<file path="config.mk">
export PLATFORM = sky130hd
export DESIGN_NAME = graph_row_hash_to_glyphs
export DESIGN_NICKNAME = d
export VERILOG_FILES = /design/src/rtl/core/grh_pkg.sv /design/src/rtl/core/graph_row_hash_to_glyphs.sv /design/src/rtl/core/grh_fold.sv /design/src/rtl/core/grh_emit.sv
export VERILOG_INCLUDE_DIRS = /design/src /design/src/rtl/core
export SDC_FILE = /design/constraint.sdc
export NUM_CORES = 2
export LEC_CHECK = 0
export BUFFER_PORTS_ARGS = -buffer_cell sky130_fd_sc_hd__buf_2
export CAP_MARGIN = 20
export CELL_PAD_IN_SITES_DETAIL_PLACEMENT = 2
export CELL_PAD_IN_SITES_GLOBAL_PLACEMENT = 2
export CORE_ASPECT_RATIO = 0.75
export CORE_MARGIN = 1
export CORE_UTILIZATION = 35
export DETAILED_ROUTE_END_ITERATION = 16
export PLACE_DENSITY_LB_ADDON = 0.1
export SYNTH_ARGS = -nofsm -noshare
export SYNTH_HDL_FRONTEND = slang
export SYNTH_SLANG_ARGS = --single-unit
</file>
<file path="constraint.sdc">
create_clock -name clock -period 14.9 [get_ports clock]
set_clock_uncertainty 0.1 [all_clocks]
set_input_delay 2.235 -clock clock [delete_from_list [all_inputs] [get_ports clock]]
set_output_delay 2.235 -clock clock [all_outputs]
set_load 0.005 [all_outputs]
</file>
<file path="src/rtl/core/assert_macros.svh">
// Assertion macros shared by the RTL of the row hash block.
// Depends on a clock named clock and a synchronous reset named reset in scope.
`ifndef ASSERT_MACROS_SVH
`define ASSERT_MACROS_SVH

// Property must hold at every clock edge outside reset.
`define GRH_ASSERT(name, prop, msg) \
   name: assert property (@(posedge clock) disable iff (reset) prop) else $error(msg);

// Expression must never be true outside reset.
`define GRH_ASSERT_NEVER(name, expr, msg) \
   `GRH_ASSERT(name, !(expr), msg)

`endif

</file>
<file path="src/rtl/core/grh_pkg.sv">
// Shared types, constants and tables of the graph row hash block.
// No dependencies.
package grh_pkg;

   localparam int GRH_ROW_WIDTH  = 64;
   localparam int GRH_NUM_GLYPHS = 16;
   localparam int GRH_SYM_W      = 6;
   localparam int GRH_INDEX_W    = $clog2(GRH_NUM_GLYPHS);

   localparam logic [63:0] GRH_FOLD_MUL_A = 64'd1237;
   localparam logic [63:0] GRH_FOLD_MUL_B = 64'd1233457;
   localparam logic [63:0] GRH_SEED_A_ADD = 64'd2;
   localparam logic [63:0] GRH_SEED_A_MUL = 64'd13;
   localparam logic [63:0] GRH_SEED_B_MUL = 64'd17;

   typedef struct packed {
      logic [63:0] row_word;
      logic        first_row;
      logic        last_row;
      logic [6:0]  vertex_count;
      logic [6:0]  hydrogen_count;
      logic [7:0]  bond_count;
   } grh_req_type;

   typedef struct packed {
      logic [6:0] glyph_char;
      logic       final_char;
   } grh_rsp_type;

   typedef logic [GRH_SYM_W-1:0] grh_sym_type;
   typedef grh_sym_type [GRH_NUM_GLYPHS-1:0] grh_syms_type;

   typedef struct packed {
      logic         valid;
      grh_syms_type syms;
   } grh_load_type;

   typedef struct packed {
      logic busy;
      logic done;
   } grh_emit_stat_type;

   function automatic logic [19:0] grh_fold_tab_a(input logic [1:0] sel);
      logic [19:0] val;
      unique case (sel)
         2'd0: val = 20'h37541;
         2'd1: val = 20'h61532;
         2'd2: val = 20'h05257;
         2'd3: val = 20'h26416;
         default: val = '0;
      endcase
      return val;
   endfunction

   function automatic logic [19:0] grh_fold_tab_b(input logic [1:0] sel);
      logic [19:0] val;
      unique case (sel)
         2'd0: val = 20'h06532;
         2'd1: val = 20'h70236;
         2'd2: val = 20'h35523;
         2'd3: val = 20'h62437;
         default: val = '0;
      endcase
      return val;
   endfunction

   // A-Z, a-z, 0-9, '@', '%'
   function automatic logic [6:0] grh_sym_to_ascii(input grh_sym_type sym);
      logic [6:0] code;
      priority if (sym < 6'd26) begin
         code = 7'h41 + 7'(sym);
      end else if (sym < 6'd52) begin
         code = 7'h61 + 7'(sym - 6'd26);
      end else if (sym < 6'd62) begin
         code = 7'h30 + 7'(sym - 6'd52);
      end else if (sym == 6'd62) begin
         code = 7'h40;
      end else begin
         code = 7'h25;
      end
      return code;
   endfunction

endpackage

</file>
<file path="src/rtl/core/graph_row_hash_to_glyphs.sv">
// Top level of the graph row hash block: fold stage and glyph emitter.
// Depends on grh_pkg, grh_fold and grh_emit.
//
// Takes one adjacency row per cycle while req_stall is low. Each row is registered,
// then folded from that register into two 64-bit accumulators by a constant
// multiply-add, so rows stream at one per cycle while not stalled. A last row loads
// its 16 glyphs from the fold result into a glyph buffer register, and its first
// glyph is offered once that buffer holds them; the glyphs leave one item per cycle
// while rsp_stall is low, as rows of the next graph keep folding. A second last row
// arriving before the buffer has drained stalls the input until the sixteenth glyph
// of the previous code is taken.
module graph_row_hash_to_glyphs import grh_pkg::*; #(
   parameter int ROW_WIDTH = GRH_ROW_WIDTH
) (
   input  logic        clock,
   input  logic        reset,
   input  logic        req_valid,
   output logic        req_stall,
   input  grh_req_type req_item,
   output logic        rsp_valid,
   input  logic        rsp_stall,
   output grh_rsp_type rsp_item
);

   grh_load_type      load;
   grh_emit_stat_type emit_stat;

   grh_fold #(
      .ROW_WIDTH(ROW_WIDTH)
   ) u_fold (
      .clock    (clock),
      .reset    (reset),
      .req_valid(req_valid),
      .req_stall(req_stall),
      .req_item (req_item),
      .emit_stat(emit_stat),
      .load     (load)
   );

   grh_emit u_emit (
      .clock    (clock),
      .reset    (reset),
      .load     (load),
      .emit_stat(emit_stat),
      .rsp_valid(rsp_valid),
      .rsp_stall(rsp_stall),
      .rsp_item (rsp_item)
   );

endmodule

</file>
<file path="src/rtl/core/grh_fold.sv">
// Input register and accumulator fold stage of the graph row hash block.
// Depends on grh_pkg.
module grh_fold import grh_pkg::*; #(
   parameter int ROW_WIDTH = GRH_ROW_WIDTH
) (
   input  logic              clock,
   input  logic              reset,
   input  logic              req_valid,
   output logic              req_stall,
   input  grh_req_type       req_item,
   input  grh_emit_stat_type emit_stat,
   output grh_load_type      load
);

   localparam logic [6:0] RowWidthW = 7'(ROW_WIDTH);

   logic                 pipe_valid_ff, pipe_valid_in;
   grh_req_type          pipe_item_ff;
   logic [63:0]          acc_a_ff, acc_a_in;
   logic [63:0]          acc_b_ff, acc_b_in;
   logic [6:0]           shift_ff, shift_in;
   logic                 hold;
   logic                 advance;
   logic [ROW_WIDTH-1:0] row_masked, row_aligned;
   logic [63:0]          x;
   logic [63:0]          seed_a, seed_b, base_a, base_b;

   // a last row waits here while the glyph buffer still drains
   assign hold = pipe_valid_ff && pipe_item_ff.last_row && emit_stat.busy && !emit_stat.done;
   assign req_stall = hold;
   assign advance = pipe_valid_ff && !hold;
   assign pipe_valid_in = hold ? pipe_valid_ff : req_valid;

   always_ff @(posedge clock) begin
      if (reset) begin
         pipe_valid_ff <= 1'b0;
      end else begin
         pipe_valid_ff <= pipe_valid_in;
      end
   end

   always_ff @(posedge clock) begin
      if (req_valid && !hold) begin
         pipe_item_ff <= req_item;
      end
   end

   always_comb begin
      if (pipe_item_ff.first_row) begin
         shift_in = (pipe_item_ff.vertex_count >= RowWidthW) ? 7'd0
                    : RowWidthW - pipe_item_ff.vertex_count;
      end else begin
         shift_in = shift_ff;
      end
   end

   assign row_masked  = pipe_item_ff.row_word[ROW_WIDTH-1:0];
   assign row_aligned = row_masked >> shift_in;
   assign x           = 64'(row_aligned);

   assign seed_a = GRH_SEED_A_ADD
                   + GRH_SEED_A_MUL * (64'(pipe_item_ff.hydrogen_count) + 64'd1);
   assign seed_b = 64'(pipe_item_ff.vertex_count)
                   + GRH_SEED_B_MUL * 64'(pipe_item_ff.bond_count);
   assign base_a = pipe_item_ff.first_row ? seed_a : acc_a_ff;
   assign base_b = pipe_item_ff.first_row ? seed_b : acc_b_ff;

   assign acc_a_in = base_a * GRH_FOLD_MUL_A + (x ^ 64'(grh_fold_tab_a(x[1:0])));
   assign acc_b_in = base_b * GRH_FOLD_MUL_B + (x ^ 64'(grh_fold_tab_b(x[1:0])));

   always_ff @(posedge clock) begin
      if (reset) begin
         acc_a_ff <= '0;
         acc_b_ff <= '0;
         shift_ff <= '0;
      end else if (advance) begin
         acc_a_ff <= acc_a_in;
         acc_b_ff <= acc_b_in;
         shift_ff <= shift_in;
      end
   end

   assign load.valid = advance && pipe_item_ff.last_row;

   always_comb begin
      for (int k = 0; k < GRH_NUM_GLYPHS / 2; k++) begin
         load.syms[k] = acc_a_in[8*k +: GRH_SYM_W];
         load.syms[k + GRH_NUM_GLYPHS / 2] = acc_b_in[8*k +: GRH_SYM_W];
      end
   end

endmodule

</file>
<file path="src/rtl/core/grh_emit.sv">
// Glyph buffer and output sequencing of the graph row hash block.
// Depends on grh_pkg and assert_macros.svh.
`include "assert_macros.svh"
module grh_emit import grh_pkg::*; (
   input  logic              clock,
   input  logic              reset,
   input  grh_load_type      load,
   output grh_emit_stat_type emit_stat,
   output logic              rsp_valid,
   input  logic              rsp_stall,
   output grh_rsp_type       rsp_item
);

   localparam logic [GRH_INDEX_W-1:0] LastIndex = GRH_INDEX_W'(GRH_NUM_GLYPHS - 1);

   logic                   busy_ff, busy_in;
   logic [GRH_INDEX_W-1:0] index_ff, index_in;
   grh_syms_type           syms_ff;
   logic                   done;

   assign done = busy_ff && !rsp_stall && (index_ff == LastIndex);

   always_comb begin
      if (load.valid) begin
         busy_in  = 1'b1;
         index_in = '0;
      end else begin
         busy_in  = busy_ff && !done;
         index_in = (busy_ff && !rsp_stall) ? index_ff + 1'b1 : index_ff;
      end
   end

   always_ff @(posedge clock) begin
      if (reset) begin
         busy_ff  <= 1'b0;
         index_ff <= '0;
      end else begin
         busy_ff  <= busy_in;
         index_ff <= index_in;
      end
   end

   always_ff @(posedge clock) begin
      if (load.valid) begin
         syms_ff <= load.syms;
      end
   end

   assign emit_stat.busy      = busy_ff;
   assign emit_stat.done      = done;
   assign rsp_valid           = busy_ff;
   assign rsp_item.glyph_char = grh_sym_to_ascii(syms_ff[index_ff]);
   assign rsp_item.final_char = (index_ff == LastIndex);

   `GRH_ASSERT_NEVER(a_load_over_busy, load.valid && busy_ff && !done, "buffer overwritten")
   `GRH_ASSERT(a_idle_index, !busy_ff |-> (index_ff == '0), "index not cleared when idle")
   `GRH_ASSERT(a_drain_end, (done && !load.valid) |=> !busy_ff, "buffer busy after final item")

endmodule
</file>
==> metrics.log <==
[metrics] antenna violations before repair: 22
[metrics] drt via density: 5.20
[metrics] largest net degree at the start of global routing: roughly 140
[metrics] clock tree from TritonCTS: done
[metrics] post-synthesis cell area: between 50,000 and 60,000 um2
[metrics] Clock Pin Slew Worst Setup and Hold Paths: around 0.070 ns
[metrics] non-filler cells, final: 7,554
[metrics] clock insertion delay at the later pin of the skew report: 0.65 ns
[metrics] DR iter-0 viols: 2,377
[metrics] cell types occupying the most area after synthesis: fa_1, ha_1, edfxtp_1, inv_1, dfxtp_1
[metrics] number of placement rows: 121
[metrics] share of layout cells above drive strength 1: 0.0731
[metrics] buffer count from post-CTS setup fixing: 0
[metrics] global-route wire length before repair: 289,000 um
[metrics] critical register-to-register path startpoint: u_fold.pipe_item_ff[16]
[metrics] CP Data Required Time: 15.29 ns
[metrics] max incr delay on CP: ~0.67 ns
[metrics] Post-synth EDFFs: approximately 180
[metrics] post-cts hold buffer count: 0
[metrics] logic depth of the worst register-to-register path: 35
[metrics] Post-Place Setup Slack: roughly 3.6 ns
[metrics] count of cell types in the netlist: 102
[metrics] IO Pins: 102
[metrics] accumulated negative setup slack: 0 ns
[metrics] class of the worst hold path: reg2reg
[metrics] Max clock buf depth: 3
[metrics] count of synthesis-stage warnings from yosys: 0
[metrics] Pre-antenna DRT Iters: 5
[metrics] pin slew with the least headroom to its limit: 1.10 ns
[metrics] remaining routing DRC violations: 0
[metrics] Final Net Count: 7,064
[metrics] most frequent cells in the layout: inv_1, ha_1, fa_1
[metrics] RSZ-0062 raised after global routing: false
[metrics] total routing usage reported by global routing: 0.262
[metrics] data arrival time at the worst-slack endpoint: ~12 ns
[metrics] share of the clock period used by the worst path: 0.778
[metrics] share of flip-flops with an asynchronous set or reset after synthesis: 0
[metrics] most common library cell in the layout ignoring fill and taps: inv_1
[metrics] initial core utilization: 0.354
[metrics] total overflow reported by the global router: 0
[metrics] die width: between 400 and 500 um
[metrics] cell accounting for the most synthesized area: fa_1
[metrics] share of synthesized area occupied by flip-flops and latches: 0.161
[metrics] HPWL after detailed placement: roughly 160,000 um
[metrics] Cells after Synth: 5,514
[metrics] number of register bits inferred by synthesis: about 320
[metrics] capture instance of the worst register-to-register path: u_fold.acc_b_ff[61]
[metrics] Min Hold Slack: 0.355 ns
[metrics] startpoint types: register
[metrics] run status: complete, no violations
[metrics] number of instances in the placed design: roughly 7,500
[metrics] area enclosed by the die boundary: around 150,000 um2
[metrics] startpoint of the tightest hold check path: u_fold.acc_b_ff[43]
[metrics] Vert. Die Dim: between 300 and 400 um
[metrics] average cell area after synthesis: a little over 9 um2
[metrics] maximum operating frequency: roughly 86 MHz
[metrics] proportion of netlist area held by the largest area contributor: 0.256
[metrics] crit-path max FO: 59
[metrics] terminating pin of the worst hold path: u_fold.acc_b_ff[43]
[metrics] clock buffer count from CTS: 43
[metrics] net count of the mapped netlist: roughly 7,000
[metrics] dominant synthesized flop cell: edfxtp_1
[metrics] final hold violations: 0
[metrics] worst max-slew margin expressed relative to the limit: 0.264
[metrics] slowest cell on the critical path: buf_4
[metrics] CTS sink cnt: around 320
[metrics] deepest level of the CTS H-tree: 2
[metrics] number of stages on the worst hold path: 2
[metrics] CORE AREA: 146,000 um2
[metrics] critical path class: reg2reg
[metrics] weighted congestion at the end of routability-driven global placement: 0.885
[metrics] final max-slew violation count: 0
[metrics] wire length reported by the detailed router: approximately 190,000 um
[metrics] post-layout minimum cycle time: 11.59 ns
[metrics] vias after detailed routing: approximately 40,000
[metrics] wire length per cell after detailed routing: ~25 um
[metrics] minimum setup slack among reg-to-reg paths: around 3.3 ns
[metrics] cts repair resizes: 0
[metrics] Clock Tree Root: clkbuf_16
[metrics] # port buffers: between 100 and 150
[metrics] setup ws final: between 3 and 4 ns
[metrics] via count of the first global-routing pass: 43,041
[metrics] CP Capture Type: register
[metrics] Area growth syn-to-layout: 8.60%
[metrics] Final Setup Violations: 0
[metrics] Routed Antenna Nets: 0
[metrics] max-cap check violation count: 0
[flip-flops by register name, summed over array words and instances, names as in the netlist]
| name | count |
|---|---|
| u_emit.index_ff | 4 |
| u_emit.rsp_valid | 1 |
| u_emit.syms_ff | 96 |
| u_fold.acc_a_ff | 62 |
| u_fold.acc_b_ff | 62 |
| u_fold.pipe_item_ff | 24 |
| u_fold.pipe_valid_ff | 1 |
| u_fold.row_masked | 64 |
| u_fold.shift_ff | 7 |
[worst max-delay path: cells and delay by family, from the launching register on]
kind | cells | cell delay, ns
xor gates and xnor gates | 3 | 0.80
and+or+nand+nor | 5 | 1.13
muxes | 3 | 0.98
AOI/OAI and AO/OA | 9 | 3.03
adders and majority gates | 9 | 3.88
buffers and inverters | 6 | 0.95
DFF | 1 | 0.47
[cells in the mapped netlist, drive strengths merged, types with 7 or more instances]
cell,number
nor2,209
mux2i,140
and2,24
nand2,367
a211oi,54
or4,9
edfxtp,184
o21bai,34
a21oi,293
a31oi,36
o2bb2ai,7
buf,64
nand2b,17
o221ai,14
xor2,58
or3,15
nor2b,123
mux2,44
mux4,34
a22oi,12
xnor2,138
o21a,20
nand3,76
nand4,34
clkbuf,131
a21o,94
ha,766
dfxtp,137
a221oi,20
o31ai,8
fa,658
or2,9
and3,37
inv,1343
o22ai,12
nor3,50
o211ai,17
o21ai,100
a311oi,18
a211o,7
nor4,11
a2bb2oi,7
[worst max-delay path by stage]
stage / depth (start not counted) / slack [ns] / start / endpoint
after global placement: 37 / 3.91 / u_fold.pipe_item_ff[15] / u_fold.acc_b_ff[52]
after CTS: 35 / 3.39 / u_fold.pipe_item_ff[16] / u_fold.acc_b_ff[61]
after detailed placement: 37 / 3.57 / u_fold.pipe_item_ff[15] / u_fold.acc_b_ff[52]
after global routing: 37 / 2.78 / u_fold.pipe_item_ff[16] / u_fold.acc_b_ff[52]
final: 35 / 3.31 / u_fold.pipe_item_ff[16] / u_fold.acc_b_ff[61]
after floorplan: 38 / 5.74 / u_fold.pipe_item_ff[15] / u_fold.acc_b_ff[52]
[layer usage]
layer | track usage | up-vias | wire length (um)
li1 | - | 17961 | -
met1 | 0.414 | 20514 | 101000
met2 | 0.382 | 686 | 79100
met3 | 0.0362 | 93 | 9630
met4 | 0.0326 | 4 | 2070
met5 | 0 | - | 27
[cell type report]
class / instances / area [um2]
diodes: 3 / 7.51
clock buffers: 55 / 1150
multi-input cells: 3654 / 37500
well taps: 1968 / 2460
inverters: 1344 / 5040
fillers: 16040 / 89700
flip-flops and latches: 321 / 8270
repair buffers: 184 / 1150
clock inverters: 25 / 348
[stage by stage]
stage	instance area, um2	util
5_1_grt	55900	0.384
4_1_cts	55900	0.384
3_5_place_dp	54400	0.374
2_1_floorplan	51500	-
3_3_place_gp	54400	0.373
6_report	55900	0.384
[cells by family after synthesis]
| family | after synthesis | synth area share |
|---|---|---|
| buffers and inverters | 1539 | 0.115 |
| adders and majority gates | 1424 | 0.442 |
| and+or+nand+nor | 1000 | 0.0918 |
| AOI/OAI and AO/OA | 816 | 0.106 |
| DFF | 321 | 0.161 |
| muxes | 218 | 0.0518 |
| xor gates and xnor gates | 196 | 0.0335 |
Power is left out: the tool's default activity adds up to more than one toggle a clock period on the data nets, which glitch-free logic cannot reach.
